===== src/hw/rtl/clcd_pkg.sv =====
// Shared types, register map and codes for the character LCD command sequencer.
package clcd_pkg;

    // APB register map
    localparam int ADDR_W = 5;
    localparam int DATA_W = 32;

    localparam logic [2:0] REG_FUNCTION_SET    = 3'd0;
    localparam logic [2:0] REG_DISPLAY_CONTROL = 3'd1;
    localparam logic [2:0] REG_CLEAR           = 3'd2;
    localparam logic [2:0] REG_ENTRY_MODE      = 3'd3;
    localparam logic [2:0] REG_POWER_UP_WAIT   = 3'd4;

    localparam logic [7:0] RST_FUNCTION_SET    = 8'd56;
    localparam logic [7:0] RST_DISPLAY_CONTROL = 8'd12;
    localparam logic [7:0] RST_CLEAR           = 8'h01;
    localparam logic [7:0] RST_ENTRY_MODE      = 8'd6;
    localparam logic [7:0] RST_POWER_UP_WAIT   = 8'd50;

    // Item modes
    localparam logic [1:0] MODE_TICK  = 2'd0;
    localparam logic [1:0] MODE_LOAD  = 2'd1;
    localparam logic [1:0] MODE_WRITE = 2'd2;
    localparam logic [1:0] MODE_CLEAR = 2'd3;

    // Request status
    localparam logic [1:0] REQ_OK   = 2'd0;
    localparam logic [1:0] REQ_BUSY = 2'd1;
    localparam logic [1:0] REQ_NONE = 2'd2;

    // Pending request kinds
    localparam logic [1:0] KIND_NONE  = 2'd0;
    localparam logic [1:0] KIND_WRITE = 2'd1;
    localparam logic [1:0] KIND_CLEAR = 2'd2;

    // Position command base
    localparam logic [7:0] POS_BASE = 8'h80;

    typedef struct packed {
        logic [1:0] mode;
        logic [7:0] char_value;
        logic [4:0] char_index;
        logic [5:0] text_length;
        logic       row;
        logic [5:0] column;
    } req_item_t;

    typedef struct packed {
        logic       rs_level;
        logic       rw_level;
        logic       en_level;
        logic [7:0] data_lines;
        logic [1:0] request_status;
        logic       busy_res;
        logic       init_done;
    } rsp_item_t;

    typedef struct packed {
        logic [7:0] function_set_cmd;
        logic [7:0] display_control_cmd;
        logic [7:0] clear_cmd;
        logic [7:0] entry_mode_cmd;
        logic [7:0] power_up_wait_ticks;
    } cfg_t;

endpackage


===== src/hw/rtl/char_lcd_command_sequencer.sv =====
// Top level of the character LCD command sequencer: item pipeline and APB port.
//
// Usage:
//   req channel (req_valid/req_ready/req_item) carries one item per handshake:
//   a tick, a text character load, a write-string request or a clear request.
//   Every item yields exactly one result item on the rsp channel
//   (rsp_valid/rsp_ready/rsp_item): the RS/RW/EN/data line levels after the
//   item, the request status, the busy flag and the init-done flag.
//   An accepted item enters the input register; its result is then registered.
//   Throughput: one item per cycle while rsp_ready is high; sequencer state is
//   updated in a single pass from the input register to the result register.
//   Stall: when rsp_ready is low the result register holds; the input register
//   still takes one more item, after which req_ready drops until the result
//   is taken.
//   Reset (rst_n low, async): line levels low, start-up sequence restarts at the
//   power-up wait, no request pending, config registers at their defaults.
//   The text buffer is not cleared; slots must be loaded before being sent.
//   APB: five 8-bit registers at byte offsets 0x00..0x10, pready tied high.
//   Write config only while no item is in flight.
module char_lcd_command_sequencer
#(
    parameter int MAX_TEXT = 32
)
(
    input  logic                          clk,
    input  logic                          rst_n,
    input  logic                          req_valid,
    output logic                          req_ready,
    input  clcd_pkg::req_item_t           req_item,
    output logic                          rsp_valid,
    input  logic                          rsp_ready,
    output clcd_pkg::rsp_item_t           rsp_item,
    input  logic                          psel,
    input  logic                          penable,
    input  logic                          pwrite,
    input  logic [clcd_pkg::ADDR_W-1:0]   paddr,
    input  logic [clcd_pkg::DATA_W-1:0]   pwdata,
    output logic [clcd_pkg::DATA_W-1:0]   prdata,
    output logic                          pready
);

    clcd_pkg::cfg_t       cfg;
    clcd_pkg::req_item_t  stage_item_reg;
    logic                 stage_valid_reg, stage_valid_next;
    clcd_pkg::rsp_item_t  rsp_item_reg;
    logic                 rsp_valid_reg, rsp_valid_next;
    clcd_pkg::rsp_item_t  core_result;
    logic                 advance;
    logic                 take;

    // input register moves into the result register when that one is free or being taken
    assign advance   = stage_valid_reg && (!rsp_valid_reg || rsp_ready);
    assign req_ready = !stage_valid_reg || advance;
    assign take      = req_valid && req_ready;

    assign stage_valid_next = take || (stage_valid_reg && !advance);
    assign rsp_valid_next   = advance || (rsp_valid_reg && !rsp_ready);

    assign rsp_valid = rsp_valid_reg;
    assign rsp_item  = rsp_item_reg;
    assign pready    = 1'b1;

    clcd_cfg_regs u_cfg
    (
        .clk     (clk),
        .rst_n   (rst_n),
        .psel    (psel),
        .penable (penable),
        .pwrite  (pwrite),
        .paddr   (paddr),
        .pwdata  (pwdata),
        .prdata  (prdata),
        .cfg     (cfg)
    );

    clcd_core #(.MAX_TEXT(MAX_TEXT)) u_core
    (
        .clk    (clk),
        .rst_n  (rst_n),
        .step   (advance),
        .item   (stage_item_reg),
        .cfg    (cfg),
        .result (core_result)
    );

    always_ff @(posedge clk or negedge rst_n)
    begin
        if (!rst_n)
        begin
            stage_valid_reg <= 1'b0;
            rsp_valid_reg   <= 1'b0;
        end
        else
        begin
            stage_valid_reg <= stage_valid_next;
            rsp_valid_reg   <= rsp_valid_next;
        end
    end

    // payload registers, no reset
    always_ff @(posedge clk)
    begin
        if (take)
            stage_item_reg <= req_item;
        if (advance)
            rsp_item_reg <= core_result;
    end

    // a refused or newly accepted request always leaves one pending
    a_busy_on_refuse: assert property (@(posedge clk) disable iff (!rst_n)
        rsp_valid && rsp_item.request_status == clcd_pkg::REQ_BUSY |-> rsp_item.busy_res)
        else $error("refused request without pending request");

    a_busy_on_accept: assert property (@(posedge clk) disable iff (!rst_n)
        rsp_valid && rsp_item.request_status == clcd_pkg::REQ_OK |-> rsp_item.busy_res)
        else $error("accepted request not pending");

    // once start-up has finished it never reverts
    a_init_sticky: assert property (@(posedge clk) disable iff (!rst_n)
        advance && core_result.init_done |=> !advance || core_result.init_done)
        else $error("init_done fell");

    // result register is loaded only from a full input stage
    a_no_phantom: assert property (@(posedge clk) disable iff (!rst_n)
        !rsp_valid && !stage_valid_reg |=> !rsp_valid)
        else $error("result appeared without an item");

endmodule


===== src/hw/rtl/clcd_cfg_regs.sv =====
// APB configuration registers of the character LCD command sequencer.
module clcd_cfg_regs
(
    input  logic                          clk,
    input  logic                          rst_n,
    input  logic                          psel,
    input  logic                          penable,
    input  logic                          pwrite,
    input  logic [clcd_pkg::ADDR_W-1:0]   paddr,
    input  logic [clcd_pkg::DATA_W-1:0]   pwdata,
    output logic [clcd_pkg::DATA_W-1:0]   prdata,
    output clcd_pkg::cfg_t                cfg
);

    clcd_pkg::cfg_t cfg_reg;
    clcd_pkg::cfg_t cfg_next;
    logic [2:0]     reg_sel;
    logic           wr_en;
    logic [7:0]     rd_byte;

    assign reg_sel = paddr[4:2];
    assign wr_en   = psel && penable && pwrite;

    always_comb
    begin
        cfg_next = cfg_reg;
        if (wr_en)
        begin
            unique case (reg_sel)
                clcd_pkg::REG_FUNCTION_SET:    cfg_next.function_set_cmd    = pwdata[7:0];
                clcd_pkg::REG_DISPLAY_CONTROL: cfg_next.display_control_cmd = pwdata[7:0];
                clcd_pkg::REG_CLEAR:           cfg_next.clear_cmd           = pwdata[7:0];
                clcd_pkg::REG_ENTRY_MODE:      cfg_next.entry_mode_cmd      = pwdata[7:0];
                clcd_pkg::REG_POWER_UP_WAIT:   cfg_next.power_up_wait_ticks = pwdata[7:0];
                default:                       cfg_next = cfg_reg;
            endcase
        end
    end

    always_comb
    begin
        unique case (reg_sel)
            clcd_pkg::REG_FUNCTION_SET:    rd_byte = cfg_reg.function_set_cmd;
            clcd_pkg::REG_DISPLAY_CONTROL: rd_byte = cfg_reg.display_control_cmd;
            clcd_pkg::REG_CLEAR:           rd_byte = cfg_reg.clear_cmd;
            clcd_pkg::REG_ENTRY_MODE:      rd_byte = cfg_reg.entry_mode_cmd;
            clcd_pkg::REG_POWER_UP_WAIT:   rd_byte = cfg_reg.power_up_wait_ticks;
            default:                       rd_byte = 8'd0;
        endcase
    end

    assign prdata = {{(clcd_pkg::DATA_W-8){1'b0}}, rd_byte};
    assign cfg    = cfg_reg;

    always_ff @(posedge clk or negedge rst_n)
    begin
        if (!rst_n)
        begin
            cfg_reg.function_set_cmd    <= clcd_pkg::RST_FUNCTION_SET;
            cfg_reg.display_control_cmd <= clcd_pkg::RST_DISPLAY_CONTROL;
            cfg_reg.clear_cmd           <= clcd_pkg::RST_CLEAR;
            cfg_reg.entry_mode_cmd      <= clcd_pkg::RST_ENTRY_MODE;
            cfg_reg.power_up_wait_ticks <= clcd_pkg::RST_POWER_UP_WAIT;
        end
        else
        begin
            cfg_reg <= cfg_next;
        end
    end

endmodule


===== src/hw/rtl/clcd_core.sv =====
// Sequencer state, text buffer and single-pass next-state logic.
module clcd_core
#(
    parameter int MAX_TEXT = 32
)
(
    input  logic                  clk,
    input  logic                  rst_n,
    input  logic                  step,
    input  clcd_pkg::req_item_t   item,
    input  clcd_pkg::cfg_t        cfg,
    output clcd_pkg::rsp_item_t   result
);

    localparam int BUF_DEPTH = (MAX_TEXT < 32) ? MAX_TEXT : 32;
    localparam int BUF_AW    = (BUF_DEPTH > 1) ? $clog2(BUF_DEPTH) : 1;
    localparam logic [5:0] BUF_LIMIT = 6'(BUF_DEPTH);
    localparam logic [5:0] LEN_CAP   = 6'((MAX_TEXT > 63) ? 63 : MAX_TEXT);

    // start-up steps
    localparam logic [2:0] INIT_FUNC    = 3'd0;
    localparam logic [2:0] INIT_DISPLAY = 3'd1;
    localparam logic [2:0] INIT_CLEAR   = 3'd2;
    localparam logic [2:0] INIT_ENTRY   = 3'd3;

    // strobe phases
    localparam logic [1:0] PH_DRIVE   = 2'd0;
    localparam logic [1:0] PH_RELEASE = 2'd1;

    logic       initialized_reg,   initialized_next;
    logic [2:0] init_step_reg,     init_step_next;
    logic [7:0] wait_count_reg,    wait_count_next;
    logic [1:0] command_phase_reg, command_phase_next;
    logic [1:0] data_phase_reg,    data_phase_next;
    logic       pending_reg,       pending_next;
    logic [1:0] pending_kind_reg,  pending_kind_next;
    logic       target_row_reg,    target_row_next;
    logic [5:0] target_column_reg, target_column_next;
    logic [5:0] target_length_reg, target_length_next;
    logic       write_step_reg,    write_step_next;
    logic [5:0] char_position_reg, char_position_next;
    logic       rs_reg,            rs_next;
    logic       en_reg,            en_next;
    logic [7:0] data_reg,          data_next;

    logic [7:0] text_buffer [BUF_DEPTH];

    logic       buf_wr;
    logic [7:0] buf_rd;
    logic       stb_sel_data;
    logic [1:0] stb_phase;
    logic       stb_done;
    logic       stb_fire;
    logic       stb_rs;
    logic [7:0] stb_byte;
    logic [7:0] wait_inc;
    logic [7:0] pos_cmd;
    logic [5:0] next_pos;
    logic [1:0] status;

    assign buf_wr = step && (item.mode == clcd_pkg::MODE_LOAD)
                    && ({1'b0, item.char_index} < BUF_LIMIT);
    assign buf_rd = (char_position_reg < BUF_LIMIT)
                    ? text_buffer[char_position_reg[BUF_AW-1:0]] : 8'd0;

    // the data phase counter is used only for characters of a write
    assign stb_sel_data = initialized_reg && (pending_kind_reg == clcd_pkg::KIND_WRITE)
                          && write_step_reg;
    assign stb_phase    = stb_sel_data ? data_phase_reg : command_phase_reg;
    assign stb_done     = (stb_phase != PH_DRIVE) && (stb_phase != PH_RELEASE);

    assign wait_inc = (wait_count_reg == 8'hFF) ? wait_count_reg : wait_count_reg + 8'd1;
    assign pos_cmd  = clcd_pkg::POS_BASE + {1'b0, target_row_reg, 6'd0}
                      + {2'b00, target_column_reg};
    assign next_pos = char_position_reg + 6'd1;

    always_comb
    begin
        initialized_next   = initialized_reg;
        init_step_next     = init_step_reg;
        wait_count_next    = wait_count_reg;
        pending_next       = pending_reg;
        pending_kind_next  = pending_kind_reg;
        target_row_next    = target_row_reg;
        target_column_next = target_column_reg;
        target_length_next = target_length_reg;
        write_step_next    = write_step_reg;
        char_position_next = char_position_reg;
        stb_fire           = 1'b0;
        stb_rs             = 1'b0;
        stb_byte           = 8'd0;
        status             = clcd_pkg::REQ_NONE;

        unique case (item.mode)
            clcd_pkg::MODE_TICK:
            begin
                if (!initialized_reg)
                begin
                    unique case (init_step_reg)
                        INIT_FUNC:
                        begin
                            wait_count_next = wait_inc;
                            if (wait_inc >= cfg.power_up_wait_ticks)
                            begin
                                stb_fire = 1'b1;
                                stb_byte = cfg.function_set_cmd;
                                if (stb_done)
                                    init_step_next = INIT_DISPLAY;
                            end
                        end
                        INIT_DISPLAY:
                        begin
                            stb_fire = 1'b1;
                            stb_byte = cfg.display_control_cmd;
                            if (stb_done)
                                init_step_next = INIT_CLEAR;
                        end
                        INIT_CLEAR:
                        begin
                            stb_fire = 1'b1;
                            stb_byte = cfg.clear_cmd;
                            if (stb_done)
                                init_step_next = INIT_ENTRY;
                        end
                        INIT_ENTRY:
                        begin
                            stb_fire = 1'b1;
                            stb_byte = cfg.entry_mode_cmd;
                            if (stb_done)
                                init_step_next = init_step_reg + 3'd1;
                        end
                        default:
                        begin
                            // final step that marks start-up done, also taken by unused codes
                            initialized_next = 1'b1;
                            init_step_next   = INIT_FUNC;
                        end
                    endcase
                end
                else if (pending_reg)
                begin
                    unique case (pending_kind_reg)
                        clcd_pkg::KIND_WRITE:
                        begin
                            stb_fire = 1'b1;
                            if (!write_step_reg)
                            begin
                                stb_byte = pos_cmd;
                                if (stb_done)
                                begin
                                    if (target_length_reg == 6'd0)
                                    begin
                                        pending_next       = 1'b0;
                                        char_position_next = 6'd0;
                                    end
                                    else
                                    begin
                                        write_step_next = 1'b1;
                                    end
                                end
                            end
                            else
                            begin
                                stb_rs   = 1'b1;
                                stb_byte = buf_rd;
                                if (stb_done)
                                begin
                                    if (next_pos >= target_length_reg)
                                    begin
                                        char_position_next = 6'd0;
                                        write_step_next    = 1'b0;
                                        pending_next       = 1'b0;
                                    end
                                    else
                                    begin
                                        char_position_next = next_pos;
                                    end
                                end
                            end
                        end
                        clcd_pkg::KIND_CLEAR:
                        begin
                            stb_fire = 1'b1;
                            stb_byte = cfg.clear_cmd;
                            if (stb_done)
                                pending_next = 1'b0;
                        end
                        default:
                        begin
                            pending_next = 1'b0;
                        end
                    endcase
                end
            end
            clcd_pkg::MODE_LOAD:
            begin
                status = clcd_pkg::REQ_NONE;
            end
            default:
            begin
                if (pending_reg)
                begin
                    status = clcd_pkg::REQ_BUSY;
                end
                else
                begin
                    status       = clcd_pkg::REQ_OK;
                    pending_next = 1'b1;
                    if (item.mode == clcd_pkg::MODE_WRITE)
                    begin
                        pending_kind_next  = clcd_pkg::KIND_WRITE;
                        target_length_next = (item.text_length > LEN_CAP)
                                             ? LEN_CAP : item.text_length;
                        target_row_next    = item.row;
                        target_column_next = item.column;
                        write_step_next    = 1'b0;
                        char_position_next = 6'd0;
                    end
                    else
                    begin
                        pending_kind_next = clcd_pkg::KIND_CLEAR;
                    end
                end
            end
        endcase
    end

    // strobe: drive lines with EN high, then drop EN, then finish
    always_comb
    begin
        rs_next            = rs_reg;
        en_next            = en_reg;
        data_next          = data_reg;
        command_phase_next = command_phase_reg;
        data_phase_next    = data_phase_reg;
        if (stb_fire)
        begin
            unique case (stb_phase)
                PH_DRIVE:
                begin
                    rs_next   = stb_rs;
                    en_next   = 1'b1;
                    data_next = stb_byte;
                end
                PH_RELEASE:
                begin
                    en_next = 1'b0;
                end
                default:
                begin
                    en_next = en_reg;
                end
            endcase
            if (stb_sel_data)
                data_phase_next = stb_done ? PH_DRIVE : stb_phase + 2'd1;
            else
                command_phase_next = stb_done ? PH_DRIVE : stb_phase + 2'd1;
        end
    end

    always_comb
    begin
        result.rs_level       = rs_next;
        result.rw_level       = 1'b0;
        result.en_level       = en_next;
        result.data_lines     = data_next;
        result.request_status = status;
        result.busy_res       = pending_next;
        result.init_done      = initialized_next;
    end

    always_ff @(posedge clk or negedge rst_n)
    begin
        if (!rst_n)
        begin
            initialized_reg   <= 1'b0;
            init_step_reg     <= INIT_FUNC;
            wait_count_reg    <= 8'd0;
            command_phase_reg <= PH_DRIVE;
            data_phase_reg    <= PH_DRIVE;
            pending_reg       <= 1'b0;
            pending_kind_reg  <= clcd_pkg::KIND_NONE;
            target_row_reg    <= 1'b0;
            target_column_reg <= 6'd0;
            target_length_reg <= 6'd0;
            write_step_reg    <= 1'b0;
            char_position_reg <= 6'd0;
            rs_reg            <= 1'b0;
            en_reg            <= 1'b0;
            data_reg          <= 8'd0;
        end
        else if (step)
        begin
            initialized_reg   <= initialized_next;
            init_step_reg     <= init_step_next;
            wait_count_reg    <= wait_count_next;
            command_phase_reg <= command_phase_next;
            data_phase_reg    <= data_phase_next;
            pending_reg       <= pending_next;
            pending_kind_reg  <= pending_kind_next;
            target_row_reg    <= target_row_next;
            target_column_reg <= target_column_next;
            target_length_reg <= target_length_next;
            write_step_reg    <= write_step_next;
            char_position_reg <= char_position_next;
            rs_reg            <= rs_next;
            en_reg            <= en_next;
            data_reg          <= data_next;
        end
    end

    // text buffer: no reset; slots must be loaded before use, the block does not enforce it
    always_ff @(posedge clk)
    begin
        if (buf_wr)
            text_buffer[item.char_index[BUF_AW-1:0]] <= item.char_value;
    end

endmodule

===== config.mk =====
export PLATFORM = sky130hd
export DESIGN_NAME = char_lcd_command_sequencer
export DESIGN_NICKNAME = d
export VERILOG_FILES = /design/src/hw/rtl/clcd_pkg.sv /design/src/hw/rtl/char_lcd_command_sequencer.sv /design/src/hw/rtl/clcd_cfg_regs.sv /design/src/hw/rtl/clcd_core.sv
export SDC_FILE = /design/constraint.sdc
export NUM_CORES = 1
export LEC_CHECK = 0
export ABC_AREA = 1
export ABC_CLOCK_PERIOD_IN_PS = 6290
export BUFFER_PORTS_ARGS = -buffer_cell sky130_fd_sc_hd__clkbuf_2
export CELL_PAD_IN_SITES_DETAIL_PLACEMENT = 0
export CELL_PAD_IN_SITES_GLOBAL_PLACEMENT = 1
export CORE_ASPECT_RATIO = 1.5
export CORE_MARGIN = 2
export CORE_UTILIZATION = 51
export DETAILED_ROUTE_END_ITERATION = 8
export HOLD_SLACK_MARGIN = 0.03
export PLACE_DENSITY = 0.83
export SYNTH_ARGS = -nofsm -noshare
export SYNTH_HDL_FRONTEND = slang
export SYNTH_SLANG_ARGS = --single-unit
export TNS_END_PERCENT = 5

===== constraint.sdc =====
create_clock -name clk -period 6.29 [get_ports clk]
set_input_delay 0.629 -clock clk [delete_from_list [all_inputs] [get_ports clk]]
set_output_delay 0.629 -clock clk [all_outputs]
set_load 0.1 [all_outputs]

==> results.ini, run 1 <==
[worst_setup_path]
worst-path-max-fanout = 75
critPathLaunchType = register
worst-endpoint-required_ns = 6.58
worstPathArrival_ns = 4.35
cp-startpoint = u_core.char_position_reg[0]
path_cells = clkinv_2 -> buf_4 -> nand2_1 -> nand3_1 -> nand3_1 -> nand3_1 -> nand3_1 -> nand2_1 -> nand2_1 -> nand2_1 -> nand2_1 -> nand2_1 -> nand2_1 -> nand3_2 -> and2_1
crit_cells = 15
r2r_slack_ns = 2.23
rr_startpoint = u_core.char_position_reg[0]
critical_path_class = reg -> reg
path_common_cell = nand2_1
cpMaxStageDelayCell = dfrtp_4
endpoint_kind = register
path_delay_family = buffers and inverters
worst-r2r-cell-count = 15
crit_buf_inv = 2
r2r-end = rsp_item[10]
critPathMaxStageDelay_ns = 0.95

[cts]
cts_inserted_buffers = 37
clk_pin_slew_worst_paths_ns = 0.06
holdBufCountCts = 0
cts_num_sinks = 389
clk_path_buf_depth = 3
cts_tree = done
ctsRootBufferMaster = clkbuf_16
insertion_delay_ns = 0.54
post_cts_buffers = 0
cts_resized = 0
htreeDepth = 2

[sta]
min_period_over_period_pct = 64.59
skew_ns = 0.02043
slew_headroom_pct = 15.07
slew_violations = 0
rsz0062_at_grt = no
setup_viol = 0
setup_ws_ns = 2.227
fmax_ghz = 0.2461
fin_tns_setup_ns = 0
fin_crit_ns = 4.063
tightest_slew_ns = 1.274
finalHoldViolCount = 0

[grt]
grt_pass1_wl_mm = 63.26
antenna_found_initial = 1
overflow = 0
track_usage_pct = 23.23
grt_pass1_vias = 11520
grt_max_degree = 76

[cells_and_area]
num-nets-final = 1819
largest_register_ffs = 256
final_util_pct = 56.75
final-instance-count-excl-fill = 2171
drive_gt1_share_pct = 10.05
antenna_cells = 0
syn_to_final_growth_pct = 10.01

[drt]
drt_first_iter_violations = 772
ant_nets = 0
via_count = 11590
dr.pass1.iters = 5
wl_per_cell_um = 18.67
viasPerCell = 5.336
drc = 0
drt-total-wl_mm = 40.54

[power_and_ir_drop]
p_per_area_nw_per_um2 = 350.2
p_leak_nw = 7.702
cellInternalPower_mw = 4.514
switching_share_pct = 31.66
clockPowerShare_pct = 32.8
sequentialPowerShare_pct = 47.0
vdd_drop_max_v = 0.0002090
p_switching_mw = 2.092
power_mw = 6.606
comb_power_share_pct = 20.3

[synth]
asyncSetResetFlopFracSynth_pct = 23.39
syn_area_um2 = 17150
yosys.cell_types.count = 48
synth_edf_count = 298
synth_cells = 1670
yosysSeqAreaShare_pct = 65.54
yosysWarnings = 0
synthFlopType = edfxtp_1
avgSynthCellArea_um2 = 10.27
ys_ff_latch = 389

[min_path]
min_path_type = in -> async

[placement]
dp_slack_ns = 2.162
place.gp.congestion = 0.8900
dp_cells = 2106
port_buffers = 69
dpl.hpwl_mm = 27.29

[die]
start_util_pct = 51.59
ioPinCount = 122
die_h_um = 228.6
fp.dieW_um = 153.7
die_area_um2 = 35140
core_um2 = 33240
rows = 82

[outcome]
status = complete, no violations

[run]
max-cap-violations = 0

==> cells by family after synthesis <==
| group | after synthesis | share of synthesized area [%] |
|---|---|---|
| multiplexers | 1 | 0.06566 |
| AND/OR/NAND/NOR | 924 | 22.62 |
| other | 2 | 0.04379 |
| flip-flops | 389 | 65.54 |
| adder cells (fa/ha/maj) | 22 | 1.605 |
| buffers and inverters | 181 | 4.939 |
| XOR/XNOR | 9 | 0.4597 |
| AO/OA/AOI/OAI | 142 | 4.728 |
==> per-layer routing <==
metal	GRT usage [%]	part of all wire [%]
met1	26.19	36
met2	43.10	54
met3	3.394	4.7
met4	10.44	4.6
met5	0	0.037
==> synthesized netlist by cell type (all sizes together) (2+ instances only) <==
master,count,share of area [%]
nand2,625,14
edfxtp,298,52
nand3,181,5.5
inv,88,1.9
dfrtp,80,12
nor2,80,1.9
o21ai,70,2.1
buf,68,2.5
a21oi,43,1.3
clkbuf,22,0.48
ha,22,1.6
dfstp,11,1.7
nand4,11,0.40
nor3,10,0.47
xor2,9,0.46
or2,8,0.29
and2,7,0.26
a221oi,6,0.31
o22ai,5,0.18
a221o,4,0.23
o211ai,4,0.18
clkinv,3,0.066
a22o,2,0.10
a31oi,2,0.073
conb,2,0.044
o21a,2,0.088
==> cell type report <==
type	count	area, um2
Clock buffer	44	962.2
Clock inverter	21	191.4
Fill cell	2839	14380
Inverter	91	345.3
Multi-Input combinational cell	1124	5152
Sequential cell	389	11240
Tap cell	420	525.5
Timing Repair Buffer	82	445.4
==> stage by stage <==
stage	hold WS, ns	area, um2
floorplan	0.3334	17240
global placement	0.4307	17710
detailed placement	0.4340	17710
CTS	0.07597	18870
global route	0.1072	18870
finish	0.06796	18870
==> power by group through the flow <==
stage | sequential (mW) | clock (mW) | combinational [mW]
after global routing | 3.12 | 2.30 | 1.48
final | 3.10 | 2.16 | 1.34
after CTS | 3.10 | 2.20 | 1.35
after detailed placement | 3.15 | 0 | 1.34
after global placement | 3.15 | 0 | 1.32
after floorplan | 3.18 | 0 | 0.926
==> how the worst max path moves through the flow <==
stage,endpoint,slack [ns]
4_1_cts,rsp_item[4],2.15
3_5_place_dp,rsp_item[4],2.16
3_3_place_gp,rsp_item[4],2.19
5_1_grt,rsp_item[8],1.89
2_1_floorplan,prdata[6],2.31
6_report,rsp_item[10],2.23
==> worst reg2reg max path, cell delays in order (launching register included) <==
cell      delay, ns
dfrtp_4        0.95
clkinv_2       0.93
buf_4          0.59
nand2_1        0.12
nand3_1        0.07
nand3_1        0.12
nand3_1        0.14
nand3_1        0.18
nand2_1        0.11
nand2_1        0.07
nand2_1        0.05
nand2_1        0.10
nand2_1        0.06
nand2_1        0.07
nand3_2        0.09
and2_1         0.16
==> cell usage in the layout (no fill, tap or decap), drive strengths merged, types with 6 or more instances in the layout <==
master and count:
edfxtp 298, nor3 10, nand2 625, o21ai 70, dfstp 11, a221oi 6, conb 26, and2 7
nand3 181, nand4 11, nor2 80, dfrtp 80, clkbuf 112, ha 22, inv 91, or2 8
buf 14, a21oi 43, xor2 9, clkinv 16
No activity file was read; power rests on OpenSTA's default activity.
==> inputs of run 2 (changes only) <==
- ABC_CLOCK_PERIOD_IN_PS: 6290 -> 3600
- CORE_UTILIZATION: 51 -> 43
- PLACE_DENSITY: 0.83 -> 0.75
- clock period: 6.29 -> 3.6 ns (I/O delays scaled with it)
==> run 2 against run 1 <==
Compared with the run above: routed wire length increased by 6.4%; total power rose by 76%; register-to-register slack worse by 1.9 ns; critical path depth rose by 6; non-clock buffer count rose by 55; clock power rose by 74%; first-iteration DRC count is 10% higher; design area increased by 3.3%; core utilization fell by 7.2 points; worst hold slack got worse by 0.012 ns; largest power group unchanged; highest routed layer is now met4.
==> results.ini, run 2 (synthesis gave the netlist of run 1 again) <==
[outcome]
status = complete, no violations  ; unchanged

[worst_setup_path]
cp-startpoint = u_core.wait_count_reg[0]  ; was u_core.char_position_reg[0]
r2r-end = rsp_item[8]  ; was rsp_item[10]
critPathLaunchType = register  ; unchanged
r2r_slack_ns = 0.28  ; was 2.23 ns
endpoint_kind = register  ; unchanged
worst-r2r-cell-count = 21  ; was 15
worst-endpoint-required_ns = 3.89  ; was 6.58 ns
worst-path-max-fanout = 13  ; was 75
critical_path_class = reg -> reg  ; unchanged
worstPathArrival_ns = 3.61  ; was 4.35 ns
worstSetupEndpoint = rsp_item[8]  ; was rsp_item[10]
rr_startpoint = u_core.wait_count_reg[0]  ; was u_core.char_position_reg[0]

[cts]
clk_path_buf_depth = 3  ; unchanged
cts_num_sinks = 389  ; unchanged
htreeDepth = 2  ; unchanged
insertion_delay_ns = 0.54  ; about the same
cts_tree = done  ; unchanged
cts_inserted_buffers = 36  ; was 37
ctsRootBufferMaster = clkbuf_16  ; unchanged
clk_pin_slew_worst_paths_ns = 0.07  ; was 0.06 ns

[cells_and_area]
ff_latch_area_um2 = 11240  ; unchanged
syn_to_final_growth_pct = 13.61  ; was 10.01%
final_util_pct = 49.56  ; was 56.75%
antenna_cells = 0  ; unchanged
fill_cells = 3587  ; was 2839
multi_input_area_um2 = 5162  ; was 5152 um2
final_cell_mix = nand2_1, edfxtp_1, nand3_1  ; unchanged
largest_register_ffs = 256  ; unchanged
final_common_cell = nand2_1  ; unchanged
num-nets-final = 1873  ; was 1819
drive_gt1_share_pct = 11.36  ; was 10.05%

[drt]
drt-total-wl_mm = 43.15  ; was 40.54 mm
ant_nets = 0  ; unchanged
wl_per_cell_um = 18.73  ; was 18.67 um
drc = 0  ; unchanged
via_count = 11930  ; was 11.59k
viasPerCell = 5.177  ; was 5.336
drt_first_iter_violations = 852  ; was 772
dr.pass1.iters = 5  ; unchanged

[power_and_ir_drop]
vdd_drop_max_v = 0.0006459  ; was 0.0002090 V
p_leak_nw = 7.962  ; was 7.702 nW
p_per_area_nw_per_um2 = 597.2  ; was 350.2 nW/um2

[sta]
fmax_ghz = 0.3013  ; was 0.2461 GHz
min_period_over_period_pct = 92.18  ; was 64.59%
tightest_slew_ns = 1.209  ; was 1.274 ns
finalHoldViolCount = 0  ; unchanged
fin_tns_setup_ns = 0  ; unchanged
slew_headroom_pct = 19.40  ; was 15.07%
setup_viol = 0  ; unchanged
skew_ns = 0.02106  ; was 0.02043 ns
slew_violations = 0  ; unchanged
fin_crit_ns = 3.319  ; was 4.063 ns
rsz0062_at_grt = no  ; unchanged

[run]
max-cap-violations = 0  ; unchanged

[grt]
grt_max_degree = 79  ; was 76
antenna_found_initial = 0  ; was 1
overflow = 0  ; unchanged
track_usage_pct = 20.92  ; was 23.23%
grt_pass1_wl_mm = 67.35  ; was 63.26 mm
grt_pass1_vias = 12060  ; was 11.52k

[die]
die_area_um2 = 41530  ; was 35140 um2
rows = 89  ; was 82
ioPinCount = 122  ; unchanged
die_h_um = 248.6  ; was 228.6 um
start_util_pct = 43.63  ; was 51.59%
core_um2 = 39310  ; was 33240 um2
fp.dieW_um = 167.1  ; was 153.7 um

[placement]
port_buffers = 69  ; unchanged
place.gp.congestion = 0.8748  ; was 0.8900
dpl.hpwl_mm = 28.65  ; was 27.29 mm

[min_path]
min_path_type = in -> reg  ; was in -> async

run 2: layout make-up:
type	count	area share, %
timing repair buffer	137	4.971
clock inverter	14	0.7000
multi-input combinational	1124	26.50
inverter	91	1.773
sequential	389	57.71
clock buffer	49	5.138
tap	500	3.211
run 2: where the power goes:
group,leakage [nW],internal (mW),total (mW),switching (mW)
logic,3.61,0.664,2.47,1.81
registers,3.80,5.15,5.40,0.255
clock network,0.551,2.11,3.76,1.65
total,7.96,7.92,11.6,3.72
run 2: per-layer routing:
metal / vias up / wire length [um] / track usage (%)
met1: 5733 / 15890 / 23.60
met2: 311 / 23290 / 38.85
met3: 102 / 1742 / 2.165
li1: 5781 / - / -
met5: - / 0 / 0
met4: 0 / 2227 / 10.57
run 2: worst min path at each step:
stage,start,slack [ns],cells after the start,end
finish,req_valid,0.06,3,stage_valid_reg
global placement,stage_item_reg[0],0.43,2,u_core.target_column_reg[0]
detailed placement,stage_item_reg[6],0.44,2,u_core.target_row_reg
global route,req_valid,0.06,3,stage_valid_reg
CTS,req_valid,0.04,3,stage_valid_reg
floorplan,rst_n,0.06,0,rsp_valid
run 2: repair_timing:
action	in CTS	in global routing
hold buffers	29	0
setup endpoints to repair	0	11
gates resized for setup	0	4
setup buffers	0	2
endpoints found under the hold margin	86	0
run 2: stage by stage:
| step | hold slack [ns] | cells | setup slack (ns) | cell area (um2) | power, mW |
|---|---|---|---|---|---|
| floorplan | 0.06441 | 1694 | 0.1538 | 17240 | 7.176 |
| global placement | 0.4342 | 2210 | 0.2133 | 18030 | 7.905 |
| detailed placement | 0.4365 | 2210 | 0.1912 | 18030 | 7.950 |
| CTS | 0.03608 | 2302 | 0.1616 | 19460 | 11.71 |
| global route | 0.06385 | 2304 | 0.02723 | 19480 | 12.17 |
| finish | 0.05599 | 2304 | 0.2815 | 19480 | 11.63 |
run 2: critical path, stage by stage (launching register included):
cell and delay (ns):
dfrtp_1 0.41, ha_1 0.24, nand4_1 0.12, nor2_1 0.05
inv_1 0.06, nor2_1 0.05, buf_4 0.13, nor2_1 0.12
nand2_1 0.08, xor2_1 0.16, ha_1 0.28, nand2_1 0.05
nor2_1 0.12, nand4_1 0.13, nand3_1 0.12, nand2_2 0.10
nand3_1 0.10, nand2_2 0.10, nor2_8 0.21, buf_4 0.18
nand3_2 0.09, and2_1 0.15
